<file path="src/rtl/core/ltcd_pkg.sv">
package ltcd_pkg;

    localparam int unsigned IntervalW = 16;
    localparam int unsigned HalfBitW  = 12;
    localparam int unsigned TolW      = 11;
    localparam int unsigned FrameBits = 80;
    localparam int unsigned CountW    = 7;

    localparam logic [HalfBitW-1:0]  HALF_BIT_RST  = 12'd250;
    localparam logic [TolW-1:0]      TOL_RST       = 11'd83;
    localparam logic [TolW-1:0]      TOL_MIN       = 11'd30;
    localparam logic [IntervalW-1:0] MAX_INTERVAL  = 16'd5000;
    localparam logic [15:0]          SYNC_WORD     = 16'h3FFD;
    localparam logic [CountW-1:0]    FRAME_BITS_C  = 7'd80;
    // ceil(2^17 / 3): exact divide by three for any 12-bit value
    localparam logic [15:0]          RECIP3        = 16'd43691;

    typedef struct packed {
        logic ign;
        logic is_short;
        logic is_long;
    } ltcd_cls_t;

    typedef struct packed {
        logic       tc_valid;
        logic [4:0] hours;
        logic [5:0] minutes;
        logic [5:0] seconds;
        logic [5:0] frame_number;
        logic       locked;
    } ltcd_result_t;

endpackage

</file>
<file path="src/rtl/core/ltcd_classify.sv">
module ltcd_classify (
    input  logic                                 aclk,
    input  logic                                 aresetn,
    input  logic                                 cfg_wr_en,
    input  logic [ltcd_pkg::HalfBitW-1:0]        cfg_wr_data,
    input  logic [ltcd_pkg::IntervalW-1:0]       interval_us,
    output ltcd_pkg::ltcd_cls_t                  cls
);

    logic [ltcd_pkg::HalfBitW-1:0] half_reg;
    logic [ltcd_pkg::TolW-1:0]     tol_reg;
    logic [ltcd_pkg::TolW-1:0]     tol_next;
    logic [27:0]                   prod;
    logic [ltcd_pkg::HalfBitW-1:0] quot;
    logic [12:0]                   h2;
    logic [12:0]                   slo;
    logic [12:0]                   shi;
    logic [13:0]                   llo;
    logic [13:0]                   lhi;
    logic [ltcd_pkg::IntervalW:0]  iv;

    // tolerance is worked out once, when the period is written
    assign prod = 28'(cfg_wr_data) * 28'(ltcd_pkg::RECIP3);
    assign quot = {1'b0, prod[27:17]};

    always_comb begin
        if (quot < 12'(ltcd_pkg::TOL_MIN)) begin
            tol_next = ltcd_pkg::TOL_MIN;
        end else begin
            tol_next = quot[ltcd_pkg::TolW-1:0];
        end
    end

    always_ff @(posedge aclk) begin
        if (!aresetn) begin
            half_reg <= ltcd_pkg::HALF_BIT_RST;
            tol_reg  <= ltcd_pkg::TOL_RST;
        end else if (cfg_wr_en) begin
            half_reg <= cfg_wr_data;
            tol_reg  <= tol_next;
        end
    end

    always_comb begin
        h2  = {half_reg, 1'b0};
        slo = (13'(half_reg) > 13'(tol_reg)) ? 13'(half_reg) - 13'(tol_reg) : 13'd0;
        shi = 13'(half_reg) + 13'(tol_reg);
        llo = (h2 > 13'(tol_reg)) ? 14'(h2 - 13'(tol_reg)) : 14'd0;
        lhi = 14'(h2) + 14'(tol_reg);
        iv  = 17'(interval_us);
        cls.ign      = (interval_us >= ltcd_pkg::MAX_INTERVAL) || (half_reg == '0);
        cls.is_short = (iv >= 17'(slo)) && (iv <= 17'(shi));
        cls.is_long  = (iv >= 17'(llo)) && (iv <= 17'(lhi));
    end

endmodule

</file>
<file path="src/rtl/core/ltcd_frame.sv">
module ltcd_frame (
    input  logic                  aclk,
    input  logic                  aresetn,
    input  logic                  en,
    input  ltcd_pkg::ltcd_cls_t   cls,
    output ltcd_pkg::ltcd_result_t result
);

    typedef enum logic [2:0] {
        PH_WAIT  = 3'b001,
        PH_START = 3'b010,
        PH_MID   = 3'b100
    } phase_t;

    phase_t                          phase_reg, phase_next;
    logic [ltcd_pkg::FrameBits-1:0]  hist_reg, hist_next;
    logic [ltcd_pkg::CountW-1:0]     count_reg, count_next;
    logic                            locked_reg, locked_next;

    logic                            push;
    logic                            push_bit;
    logic                            lose;
    logic [ltcd_pkg::FrameBits-1:0]  hist_sh;
    logic [ltcd_pkg::CountW-1:0]     count_inc;
    logic                            sync_hit;
    logic [6:0]                      ff, ss, mm, hh;
    logic                            in_range;

    // frame bit p sits at age 79-p; fields are sent LSB first
    function automatic logic [3:0] field4(input logic [79:0] h, input int unsigned start);
        logic [3:0] v;
        v = '0;
        for (int i = 0; i < 4; i++) begin
            v[i] = h[79 - start - i];
        end
        return v;
    endfunction

    always_comb begin
        push       = 1'b0;
        push_bit   = 1'b0;
        lose       = 1'b0;
        phase_next = phase_reg;
        if (!cls.ign) begin
            unique case (phase_reg)
                PH_START: begin
                    if (cls.is_short) begin
                        phase_next = PH_MID;
                    end else if (cls.is_long) begin
                        push = 1'b1;
                    end else begin
                        lose = 1'b1;
                    end
                end
                PH_MID: begin
                    if (cls.is_short) begin
                        phase_next = PH_START;
                        push       = 1'b1;
                        push_bit   = 1'b1;
                    end else begin
                        lose = 1'b1;
                    end
                end
                default: begin
                    phase_next = (cls.is_short || cls.is_long) ? PH_START : PH_WAIT;
                end
            endcase
        end
    end

    always_comb begin
        hist_sh   = {hist_reg[ltcd_pkg::FrameBits-2:0], push_bit};
        count_inc = (count_reg < ltcd_pkg::FRAME_BITS_C) ? count_reg + 7'd1 : count_reg;
        sync_hit  = (count_inc == ltcd_pkg::FRAME_BITS_C)
                    && (hist_sh[15:0] == ltcd_pkg::SYNC_WORD);

        ff = 7'(field4(hist_sh, 0))  + 7'({2'b00, field4(hist_sh, 8)}  & 7'h03) * 7'd10;
        ss = 7'(field4(hist_sh, 16)) + 7'({3'b000, field4(hist_sh, 24)} & 7'h07) * 7'd10;
        mm = 7'(field4(hist_sh, 32)) + 7'({3'b000, field4(hist_sh, 40)} & 7'h07) * 7'd10;
        hh = 7'(field4(hist_sh, 48)) + 7'({3'b000, field4(hist_sh, 56)} & 7'h03) * 7'd10;
        in_range = (ff < 7'd60) && (ss < 7'd60) && (mm < 7'd60) && (hh < 7'd24);

        hist_next   = hist_reg;
        count_next  = count_reg;
        locked_next = locked_reg;
        result      = '0;
        if (lose) begin
            count_next  = '0;
            locked_next = 1'b0;
        end else if (push) begin
            hist_next  = hist_sh;
            count_next = count_inc;
            if (sync_hit) begin
                locked_next = 1'b1;
                count_next  = '0;
                if (in_range) begin
                    result.tc_valid     = 1'b1;
                    result.hours        = hh[4:0];
                    result.minutes      = mm[5:0];
                    result.seconds      = ss[5:0];
                    result.frame_number = ff[5:0];
                end
            end
        end
        result.locked = locked_next;
    end

    always_ff @(posedge aclk) begin
        if (!aresetn) begin
            phase_reg  <= PH_WAIT;
            hist_reg   <= '0;
            count_reg  <= '0;
            locked_reg <= 1'b0;
        end else if (en) begin
            phase_reg  <= lose ? PH_WAIT : phase_next;
            hist_reg   <= hist_next;
            count_reg  <= count_next;
            locked_reg <= locked_next;
        end
    end

endmodule

</file>
<file path="src/rtl/core/ltc_biphase_timecode_decoder.sv">
// LTC biphase-mark timecode decoder. Each request on the slave side carries the
// time in microseconds between successive edges of the LTC signal; each one yields
// exactly one result carrying the lock state and, when it closed a frame
// with a valid sync word and in-range BCD values, the decoded hours,
// minutes, seconds and frame (flagged in m_axis_tuser). One request is
// taken every clock cycle while the output is not stalled: the interval is
// classed against the half-bit windows into an input register, and the cell
// machine, 80-bit history and BCD decode then run into the output register.
// Write cfg_wr_data (half-bit period in us) only while no request is in
// flight; the tolerance, period/3 but at least 30, is computed at write time.
module ltc_biphase_timecode_decoder (
    input  logic        aclk,
    input  logic        aresetn,
    input  logic        cfg_wr_en,
    input  logic [11:0] cfg_wr_data,
    input  logic        s_axis_tvalid,
    output logic        s_axis_tready,
    input  logic [15:0] s_axis_tdata,   // [15:0] interval_us
    output logic        m_axis_tvalid,
    input  logic        m_axis_tready,
    output logic [23:0] m_axis_tdata,   // [4:0] hours, [10:5] minutes, [16:11] seconds,
                                        // [22:17] frame_number, [23] locked
    output logic [0:0]  m_axis_tuser    // [0] timecode_valid
);

    ltcd_pkg::ltcd_cls_t    cls_comb;
    ltcd_pkg::ltcd_cls_t    cls_reg;
    ltcd_pkg::ltcd_result_t result;
    ltcd_pkg::ltcd_result_t out_reg;
    logic                   in_valid_reg;
    logic                   out_valid_reg;
    logic                   advance;

    ltcd_classify u_classify (
        .aclk        (aclk),
        .aresetn     (aresetn),
        .cfg_wr_en   (cfg_wr_en),
        .cfg_wr_data (cfg_wr_data),
        .interval_us (s_axis_tdata),
        .cls         (cls_comb)
    );

    assign advance       = !out_valid_reg || m_axis_tready;
    assign s_axis_tready = !in_valid_reg || advance;

    ltcd_frame u_frame (
        .aclk    (aclk),
        .aresetn (aresetn),
        .en      (in_valid_reg && advance),
        .cls     (cls_reg),
        .result  (result)
    );

    always_ff @(posedge aclk) begin
        if (!aresetn) begin
            in_valid_reg  <= 1'b0;
            out_valid_reg <= 1'b0;
        end else begin
            if (s_axis_tready) begin
                in_valid_reg <= s_axis_tvalid;
            end
            if (advance) begin
                out_valid_reg <= in_valid_reg;
            end
        end
    end

    always_ff @(posedge aclk) begin
        if (s_axis_tvalid && s_axis_tready) begin
            cls_reg <= cls_comb;
        end
        if (in_valid_reg && advance) begin
            out_reg <= result;
        end
    end

    assign m_axis_tvalid = out_valid_reg;
    assign m_axis_tuser  = out_reg.tc_valid;
    assign m_axis_tdata  = {out_reg.locked, out_reg.frame_number, out_reg.seconds,
                            out_reg.minutes, out_reg.hours};

endmodule

</file>
<file path="config.mk">
export PLATFORM = sky130hd
export DESIGN_NAME = ltc_biphase_timecode_decoder
export DESIGN_NICKNAME = d
export VERILOG_FILES = /design/src/rtl/core/ltcd_pkg.sv /design/src/rtl/core/ltcd_classify.sv /design/src/rtl/core/ltcd_frame.sv /design/src/rtl/core/ltc_biphase_timecode_decoder.sv
export SDC_FILE = /design/constraint.sdc
export NUM_CORES = 1
export LEC_CHECK = 0
export BUFFER_PORTS_ARGS = -buffer_cell sky130_fd_sc_hd__buf_2
export CAP_MARGIN = 10
export CORE_AREA = 2 2 175 160
export CTS_CLUSTER_SIZE = 8
export DETAILED_ROUTE_END_ITERATION = 10
export DIE_AREA = 0 0 177 162
export PLACE_DENSITY_LB_ADDON = 0.2
export SYNTH_ARGS = -nofsm -noshare
export SYNTH_HDL_FRONTEND = slang
export SYNTH_SLANG_ARGS = --single-unit
</file>
<file path="constraint.sdc">
create_clock -name aclk -period 8.5 [get_ports aclk]
set_input_delay 0 -clock aclk [delete_from_list [all_inputs] [get_ports aclk]]
set_output_delay 0 -clock aclk [all_outputs]
set_load 0.005 [all_outputs]
</file>
==> impl_results.md, run 1 <==
- RSZ-0062 raised after global routing: no
- Final period util: 62.2%
- Flop and latch count out of synthesis: 143
- Root Buffer: clkbuf_16
- Number of CTS-inserted buffers: 17
- HP Class: in -> reg
- P_leak: 5.75 nW
- Via count: 9615
- Min-delay src: s_axis_tdata[12]
- Layout cells sized above 1: 7.80%
- Final Hold Fails: 0
- Crit-path max FO: 5
- Chip width: 177 um
- R2r startpoint: u_classify.tol_reg[1]
- Kind of critical path: in -> reg
- Cell variety after synth: 71
- Worst EP required: 8820 ps
- Drt first pass iters: 4
- Mean routed wirelength per cell: 15.0 um
- CTS tree: built
- Power per cell area: 256 nW/um^2
- Fmax: 189 MHz
- All-Layer GR Usage: 19.8%
- Final Slew Violations: 0
- Die footprint: 28700 sq um
- Layout area overhead: 11.6%
- Post-synth EDFFs: 28
- Critical path launch point: cfg_wr_data[6]
- Worst clock skew: 25.1 ps
- Total Power: 3.40 mW
- Commonest non-fill, non-tap cell in the layout: nand2_1
- CTS max path bufs: 2
- Drt total wl: 27.4 mm
- Ys async rst share: 0%
- H-tree depth: 4
- Slew Limit Headroom: 32.2%
- Setup Viol. Count Final: 0
- Initial DRC count: 591
- Gp weighted congestion: 0.851
- IO buf count: 59
- Detailed Place HPWL: 21.0 mm
- Effective utilization at floorplan: 44.5%
- Sink Count: 143
- Yosys top cell area share: 19.8%
- Total core area: 26700 sq um
- Row cnt: 57
- DRT antenna net count: 0
- Antenna diodes: 0
- Mean Syn Cell Area: 8.43 sq um
- Initial antenna violation count: 0
- Layout Nets: 1737
- Vias in the first global route: 9063
- Crit path launch type: primary input
- DR vias/cell: 5.26
- Pin count of the biggest net entering global routing: 95
- Setup TNS: 0 ps
- Primary FF master, synth: dfxtp_1
- CTS Hold Bufs: 19
- Post-synthesis sequential area ratio: 26.4%
- Highest-count cells in the layout ignoring fill and taps: 218 x nand2_1, 188 x ha_1, 151 x inv_1
- Post-Synthesis Cells: 1410
- Max reg flops: 79
- Top-Level Pins: 60
- Reg clk slew, reported paths: 80 ps
- Slew @ Worst Pin: 1020 ps
- First-pass GRT wire length: 45.7 mm
- Post-CTS Resized: 0
- Clk Latency, worst-skew pair: 440 ps
- Setup Buffers After CTS: 0
- Top post-synthesis cells by area: ha_1 20%, dfxtp_1 19%, fa_1 9.1%
- Tmin final: 5290 ps
- Maximum vdd drop: 0.000144 V
- Synthesized cell area: 11900 sq um
- DRC: 0
- Status: finished, final reports clean
- Ys Warns: 0
- Crit end category: register
- Max-cap violations: 0
- Mapped Nets: 1685
- Die height: 162 um
- Dominant cell type by area after synthesis: ha_1
- Crit path DAT: 5610 ps
- Total grt overflow: 0
metrics by stage:
| stage | setup slack (ps) | util (%) | instance area, sq um | hold WS [ps] | instances |
|---|---|---|---|---|---|
| after floorplan | 3870 | - | 11900 | 117 | 1410 |
| after global placement | 3450 | 46.6 | 12500 | 227 | 1778 |
| after detailed placement | 3330 | 46.6 | 12500 | 229 | 1778 |
| after CTS | 3190 | 49.6 | 13300 | 0.128 | 1829 |
| after global routing | 2960 | 49.6 | 13300 | 38.4 | 1829 |
| final | 3210 | 49.6 | 13300 | 36.8 | 1829 |
layout make-up:
type	instances	area, sq um
Fill cell	2600	13500
Multi-Input combinational cell	1063	7980
Sequential cell	143	3140
Inverter	154	578
Timing Repair Buffer	83	523
Tap cell	354	443
Clock buffer	17	425
Clock inverter	15	184
worst paths after layout:
check                          end  slack [ps]  depth (start not counted)
max          u_classify.tol_reg[0]        3210                         21
min                     cls_reg[2]          40                          3
max reg2reg             cls_reg[1]        3810                         21
min reg2reg   u_frame.hist_reg[52]         450                          2
cells by family after synthesis:
logic type	share of synthesized area [%]
simple gates	17.0
compound gates	15.9
fa+ha+maj	29.0
buf+inv	6.53
flops	26.4
xor+xnor	3.76
mux	1.45
critical path: stages:
cell           delay, ps
dlygate4sd3_1        530
buf_2                150
ha_1                 300
inv_1                 70
fa_1                 460
fa_1                 570
inv_1                 90
fa_1                 540
inv_1                 50
fa_1                 490
inv_1                 40
ha_1                 320
a211oi_1             300
nor2_1               100
o41ai_1              220
o21ai_1              180
a31oi_1              280
xor2_1               200
and3_1               170
nand4_1              220
a211o_1              310
synth_stat cells (5+ instances only):
library cell  count
o21bai_1          8
and2_1           19
nor2b_1          18
xnor2_1          33
a21boi_0          5
clkbuf_1         45
fa_1             54
a31oi_1           7
o31ai_1           6
xor2_1           18
o21ai_1           5
a21oi_1         146
or3_1             6
nand3_1          20
nand2_1         218
nand3b_1          6
o21ai_0          47
nor4_1            7
nor2_1           79
nand2b_1         14
ha_1            188
edfxtp_1         28
inv_1           151
a211oi_1         16
a21o_1           25
nor3_1           21
nand4_1          13
dfxtp_1         115
mux2i_1          15
o21a_1            5
layer usage:
layer / routed length [um] / vias up / GRT usage, %
met3: 1020 / 18 / 3.02
li1: - / 4922 / -
met4: 292 / 0 / 4.66
met5: 0 / - / 0
met1: 14200 / 4534 / 29.8
met2: 11900 / 141 / 29.8
report_power, final:
part	switching (mW)	total, mW	internal (mW)
Clock	0.362	0.764	0.402
Sequential	0.0396	0.758	0.719
Combinational	1.07	1.88	0.810
(Power assumes the default switching activity.)
==> run 2, diff against run 1 <==
- ABC_AREA: not set -> 1
- CORE_AREA: 2 2 175 160 -> 2 2 181 165
- DIE_AREA: 0 0 177 162 -> 0 0 183 167
- clock period: 8.5 -> 5.2 ns (I/O delays scaled with it)
==> run 2 against run 1 <==
Net effect: sequential power increased by 66%; total power up 83%; critical path depth rose by 5; register-to-register slack got worse by 2600 ps; synthesized area is 6.8% higher; via count increased by 14%; final cell count is 17% higher; routed wire length up 11%; final area is 5.2% higher; first-iteration DRC count grew 4.4%; sequential cell count unchanged; die area grew 6.6%; critical path type unchanged; critical endpoint unchanged.
==> impl_results.md, run 2 <==
- Final Slew Violations: 0 (unchanged)
- Power per cell area: 446 nW/um^2 (+74%)
- Worst clock skew: 12.9 ps (-12.3 ps)
- Via count: 11000 (+14%)
- Most instantiated cells after synthesis: 402 x nand2_1, 275 x inv_1, 190 x a21oi_1, 188 x ha_1, 115 x dfxtp_1
- IO buf count: 59 (unchanged)
- Pin count of the biggest net entering global routing: 84 (-12%)
- Mean Syn Cell Area: 7.41 sq um (-12%)
- Setup Viol. Count Final: 0 (unchanged)
- Detailed Place HPWL: 24.0 mm (+14%)
- Hold path cells: 3 (unchanged)
- Ys async rst share: 0% (unchanged)
- Layout cells sized above 1: 8.94% (+1.1 points)
- Max-cap violations: 0 (unchanged)
- Internal power: 3.17 mW (+64%)
- Total core area: 28600 sq um (+7.1%)
- Gp weighted congestion: 0.948 (+11%)
- Flop and latch count out of synthesis: 143 (unchanged)
- R2R Setup Slk: 1190 ps (-2620 ps)
- DRC: 0 (unchanged)
- CTS max path bufs: 2 (unchanged)
- Initial DRC count: 617 (+4.4%)
- Drt first pass iters: 5 (+1)
- Top-Level Pins: 60 (unchanged)
- Primary FF master, synth: dfxtp_1
- Synthesized cell area: 12700 sq um (+6.8%)
- Drt total wl: 30.4 mm (+11%)
- All-Layer GR Usage: 20.5% (+0.70 points)
- Layout Nets: 2041 (+18%)
- Non-Filler Instances: 2145 (+17%)
- Chip width: 183 um (+3.4%)
- Row cnt: 59 (+3.5%)
- P_leak: 6.61 nW (+15%)
- Dominant cell type by area after synthesis: ha_1
- Hold EP: cls_reg[2]
- Pre-CTS setup slack: 555 ps (-2770 ps)
- Slew Limit Headroom: 47.4% (+15 points)
- DRT antenna net count: 0 (unchanged)
- Post-synth EDFFs: 28 (unchanged)
- Final Hold Fails: 0 (unchanged)
- Total grt overflow: 0 (unchanged)
- Sequential power share: 20.3% (-2.0 points)
- RSZ-0062 raised after global routing: no
- Post-synthesis sequential area ratio: 24.8% (-1.7 points)
- Crit path launch type: primary input
- Number of CTS-inserted buffers: 17 (unchanged)
- Final period util: 92.7%
- DR vias/cell: 5.11 (-2.8%)
- Max reg flops: 79 (unchanged)
- Fmax: 208 MHz
- Reg clk slew, reported paths: 70 ps (about the same)
- Setup TNS: 0 ps (unchanged)
- Cell variety after synth: 52 (-27%)
- Vias in the first global route: 10600 (+17%)
- Status: finished, final reports clean
- Highest-count cells in the layout ignoring fill and taps: 402 x nand2_1, 273 x inv_1, 190 x a21oi_1
- Layout area overhead: 9.97%
- Mapped Nets: 1988 (+18%)
- Die footprint: 30600 sq um (+6.6%)
- HP Class: in -> reg
- Worst EP required: 5510 ps (-3310 ps)
- Slew @ Worst Pin: 789 ps (-226 ps)
- Crit Reg-Reg Endpoint: cls_reg[1]
- Sink Count: 143 (unchanged)
- Most frequent cell after synthesis: nand2_1
- Setup slack after layout: 382 ps (-2830 ps)
- Mean routed wirelength per cell: 14.2 um (-5.4%)
- R2r startpoint: u_classify.tol_reg[1]
- Final design utilization: 48.7% (-0.90 points)
- CTS tree: built
- Worst Reg2Reg Path Length in Cells: 18 (-14%)
- Maximum vdd drop: 0.000287 V (+99%)
- Cell Area, Placed: 13300 sq um (+6.2%)
- Switching share of power: 49.1% (+5.9 points)
- Total Power: 6.22 mW (+83%)
- NetSw: 3.05 mW (+110%)
- Ys Warns: 0 (unchanged)
- Min-delay src: s_axis_tdata[13]
- Commonest non-fill, non-tap cell in the layout: nand2_1
- Effective utilization at floorplan: 44.3% (-0.14 points)
- First-pass GRT wire length: 51.5 mm (+13%)
- Antenna diodes: 0 (unchanged)
- Kind of critical path: in -> reg
- Tmin final: 4820 ps
- Clk Latency, worst-skew pair: 420 ps (-20 ps)
- Crit end category: register
- Post-Synthesis Cells: 1713 (+21%)
- Crit path DAT: 5130 ps (-480 ps)
- Root Buffer: clkbuf_16
- H-tree depth: 4 (unchanged)
- Placed insts: 2097 (+18%)
- Crit-path max FO: 4 (-1)
- Die height: 167 um (+3.1%)
- Fin Hold WS: 29.3 ps (-7.45 ps)
- Gate power share: 61.2% (+6.0 points)
- Clock power frac: 18.5% (-4.0 points)
- Yosys top cell area share: 18.5% (-1.3 points)
- Filler cells: 2878 (+11%)
- Initial antenna violation count: 0 (unchanged)
- Top post-synthesis cells by area: ha_1 19%, dfxtp_1 18%, nand2_1 12%
- Finished Cell Area: 14000 sq um (+5.2%)
-- run 2: cell types whose count changed in the layout (fill, tap and decap cells not counted), sizes merged, moves of 19 or more --
| cell | previous run | this run |
|---|---|---|
| and2 | 19 | 0 |
| a21o | 25 | 6 |
| a21oi | 147 | 196 |
| nand2 | 218 | 407 |
| o21ai | 53 | 75 |
| nand3 | 20 | 74 |
| inv | 162 | 289 |
| nor2 | 80 | 111 |
| xnor2 | 33 | 4 |
-- run 2: logic make-up after synthesis --
logic type | share of synthesized area, %
AND/OR/NAND/NOR | 22.2
buffers and inverters | 10.1
XOR/XNOR | 2.34
flip-flops | 24.8
adder cells (fa/ha/maj) | 27.0
AO/OA/AOI/OAI | 13.6
-- run 2: metal layers --
layer / track usage (%) / wire (um) / vias to the layer above
met3: 2.86 / 1320 / 22
met4: 3.83 / 292 / 0
li1: - / - / 5656
met1: 29.5 / 15400 / 5069
met5: 0 / 0 / -
met2: 33.1 / 13400 / 218
-- run 2: layout make-up --
class	instances	area [sq um]	area share, %
clock inverter	14	121	0.869
clock buffer	18	429	3.07
inverter	279	1050	7.50
timing repair buffer	79	485	3.48
sequential	143	3140	22.5
multi-input combinational	1246	8280	59.3
tap	366	458	3.28
-- run 2: timing repair --
item	in CTS	in global routing
buffers inserted	0	0
endpoints found under the hold margin	17	0
resized for setup	0	0
hold buffers	16	0
-- run 2: power by group through the flow --
stage / Clock (mW) / Combinational (mW) / Sequential, mW
3_5_place_dp: 0 / 3.75 / 1.29
5_1_grt: 1.22 / 4.39 / 1.27
3_3_place_gp: 0 / 3.70 / 1.29
6_report: 1.15 / 3.81 / 1.26
4_1_cts: 1.18 / 3.78 / 1.26
2_1_floorplan: 0 / 2.84 / 1.25
-- run 2: worst max-delay path by stage --
stage / depth (start not counted) / startpoint / to
after global placement: 25 / cfg_wr_data[8] / u_classify.tol_reg[0]
after floorplan: 24 / cfg_wr_data[6] / u_classify.tol_reg[0]
after CTS: 26 / cfg_wr_data[8] / u_classify.tol_reg[0]
after detailed placement: 25 / cfg_wr_data[8] / u_classify.tol_reg[0]
after global routing: 26 / cfg_wr_data[6] / u_classify.tol_reg[0]
final: 26 / cfg_wr_data[8] / u_classify.tol_reg[0]
-- run 2: worst max-delay path, cell delays in order --
cell,delay [ps]
dlygate4sd3_1,540
buf_2,160
ha_1,300
inv_1,70
fa_1,480
inv_1,100
fa_1,560
fa_1,560
inv_1,50
fa_1,530
inv_1,40
ha_1,350
nand2_1,130
inv_1,50
a21oi_1,190
nand2_1,110
a21oi_1,180
nand2_1,80
nand2_1,60
nand2_1,80
nor2_2,110
nand2_1,70
nor2_2,100
nand2_1,90
nand2_1,70
nand2_1,50
==> run 3, diff against run 2 <==
- CORE_AREA: 2 2 181 165 -> 2 2 241 219
- DIE_AREA: 0 0 183 167 -> 0 0 243 221
==> run 3 against run 2 <==
Net effect: maximum frequency is 1.3% higher; largest cell class unchanged; clock-buffer cell count is 1 lower; highest routed layer unchanged; critical path depth is 3 lower; clock skew is 6.6 ps higher; largest power group unchanged.
==> impl_results.md, run 3 (synthesis results as in run 2) <==
- Effective utilization at floorplan: 24.8% (-20 points)
- Sink Count: 143 (unchanged)
- Slew @ Worst Pin: 804 ps (+15.2 ps)
- Layout Nets: 2042 (+0.049%)
- Detailed Place HPWL: 26.7 mm (+12%)
- Hold EP: cls_reg[2]
- DRT antenna net count: 0 (unchanged)
- Fin Hold WS: 37.8 ps (+8.46 ps)
- Final Slew Violations: 0 (unchanged)
- DR vias/cell: 4.39 (-14%)
- Chip width: 243 um (+33%)
- Power per cell area: 437 nW/um^2 (-2.0%)
- Final period util: 91.5% (-1.2 points)
- CP peak stage delay: 560 ps (about the same)
- Reg clk slew, reported paths: 60 ps (about the same)
- Drt total wl: 33.4 mm (+9.6%)
- Commonest non-fill, non-tap cell in the layout: nand2_1
- Layout cells sized above 1: 9.10% (+0.16 points)
- Worst Reg2Reg Path Length in Cells: 18 (unchanged)
- Tmin final: 4760 ps (-61.9 ps)
- Initial DRC count: 517 (-16%)
- RSZ-0062 raised after global routing: no
- Vias in the first global route: 10700 (+0.73%)
- DRC: 0 (unchanged)
- Die height: 221 um (+32%)
- Row cnt: 79 (+34%)
- Worst clock skew: 19.5 ps (+6.61 ps)
- Gp weighted congestion: 0.883 (-6.9%)
- Fmax: 210 MHz (+1.3%)
- Slowest CP cell: fa_1
- R2R Setup Slk: 1200 ps (about the same)
- Post-CTS Resized: 0 (unchanged)
- Setup Viol. Count Final: 0 (unchanged)
- Kind of critical path: in -> reg
- Crit path max-delay family: adder cells
- Status: finished, final reports clean
- R2r startpoint: u_classify.tol_reg[1]
- Setup Buffers After CTS: 0 (unchanged)
- Final Hold Fails: 0 (unchanged)
- CP cell instances: dlygate4sd3_1 -> buf_2 -> ha_1 -> inv_1 -> fa_1 -> inv_1 -> fa_1 -> fa_1 -> inv_1 -> fa_1 -> inv_1 -> ha_1 -> nand2_1 -> nor2_1 -> inv_1 -> nor3_1 -> nand3_1 -> nand3_1 -> nand3_1 -> nor2_2 -> nand2_1 -> nand2_1 -> nand2_1
- Pin count of the biggest net entering global routing: 84 (unchanged)
- Cell mode on critical path: inv_1
- Antenna diodes: 0 (unchanged)
- Finished Cell Area: 14400 sq um (+3.2%)
- Drt first pass iters: 5 (unchanged)
- Slew Limit Headroom: 46.4% (-1.0 points)
- Clk Latency, worst-skew pair: 440 ps (+20 ps)
- Via count: 10800 (-1.2%)
- Cell Area, Placed: 13700 sq um (+3.2%)
- H-tree depth: 4 (unchanged)
- Die footprint: 53700 sq um (+76%)
- CTS max path bufs: 2 (unchanged)
- Initial antenna violation count: 0 (unchanged)
- Crit Reg-Reg Endpoint: cls_reg[1]
- All-Layer GR Usage: 12.7% (-7.8 points)
- Filler cells: 5709 (+98%)
- First-pass GRT wire length: 56.0 mm (+8.6%)
- Number of CTS-inserted buffers: 17 (unchanged)
- Max reg flops: 79 (unchanged)
- CP bufs+invs: 7 (unchanged)
- Min-delay src: s_axis_tdata[10]
- P_leak: 6.63 nW (+0.30%)
- Setup TNS: 0 ps (unchanged)
- Maximum vdd drop: 0.000194 V (-33%)
- Total grt overflow: 0 (unchanged)
- HP Class: in -> reg
- Crit path DAT: 5080 ps (-50 ps)
- Crit path launch type: primary input
- CTS tree: built
- Worst EP required: 5520 ps (about the same)
- Layout area overhead: 13.5%
- Critical path launch point: cfg_wr_data[8]
- Highest-count cells in the layout ignoring fill and taps: 402 x nand2_1, 273 x inv_1, 190 x a21oi_1
- Total core area: 51200 sq um (+79%)
- Top-Level Pins: 60 (unchanged)
- Hold path cells: 3 (unchanged)
- Mean routed wirelength per cell: 13.5 um (-4.8%)
- Crit-path max FO: 4 (unchanged)
- Max-cap violations: 0 (unchanged)
- Crit end category: register
- IO buf count: 59 (unchanged)
- Root Buffer: clkbuf_16
-- run 3: cell types whose count changed in the layout (fill, tap and decap cells not counted) --
cell / delta
clkinv_4: +4
clkinv_2: -3
buf_4: +2
inv_6: -2
bufinv_16: +1
clkbuf_1: -1
clkinv_8: +1
dlygate4sd3_1: -1
-- run 3: how the worst max path moves through the flow --
stage                            end  slack (ps)  cells after the start
2_1_floorplan  u_classify.tol_reg[0]        1070                     24
3_3_place_gp   u_classify.tol_reg[0]         570                     22
3_5_place_dp   u_classify.tol_reg[0]         580                     22
4_1_cts        u_classify.tol_reg[0]         490                     23
5_1_grt        u_classify.tol_reg[0]          70                     26
6_report       u_classify.tol_reg[0]         440                     23
-- run 3: repair_timing --
action / 4_1_cts / 5_1_grt
hold buffers: 15 / 0
endpoints found under the hold margin: 16 / 0
setup endpoints to repair: 0 / 0
-- run 3: layout make-up --
type                       instances  area (sq um)  area share (%)
clock buffer                      17           425            2.95
clock inverter                    15           170            1.18
inverter                         279          1050            7.27
multi-input combinational       1246          8280            57.4
sequential                       143          3140            21.8
tap                              688           861            5.97
timing repair buffer              80           490            3.40
-- run 3: worst min-delay path, cell delays in order --
cell,delay (ps)
buf_2,150
o31ai_1,90
nand3_1,100
-- run 3: power breakdown --
group | switching (mW) | total (mW) | internal (mW)
clock | 0.544 | 1.23 | 0.684
combinational | 2.44 | 3.81 | 1.37
sequential | 0.0829 | 1.26 | 1.18
total | 3.07 | 6.30 | 3.23
-- run 3: metrics by stage --
step           util (%)  setup WS, ps  std cells  power [mW]
3_3_place_gp       26.7           568       2421        5.08
6_report           28.2           444       2468        6.30
2_1_floorplan         -          1070       1713        4.09
3_5_place_dp       26.7           583       2421        5.08
4_1_cts            28.2           494       2468        6.36
5_1_grt            28.2          74.4       2468        7.03
-- run 3: metal layers --
layer | vias up | GRT usage, % | wire length, um
met5 | - | 0 | 0
met4 | 0 | 2.99 | 347
met3 | 17 | 1.72 | 1010
met2 | 145 | 20.5 | 14700
met1 | 4993 | 18.0 | 17300
li1 | 5680 | - | -
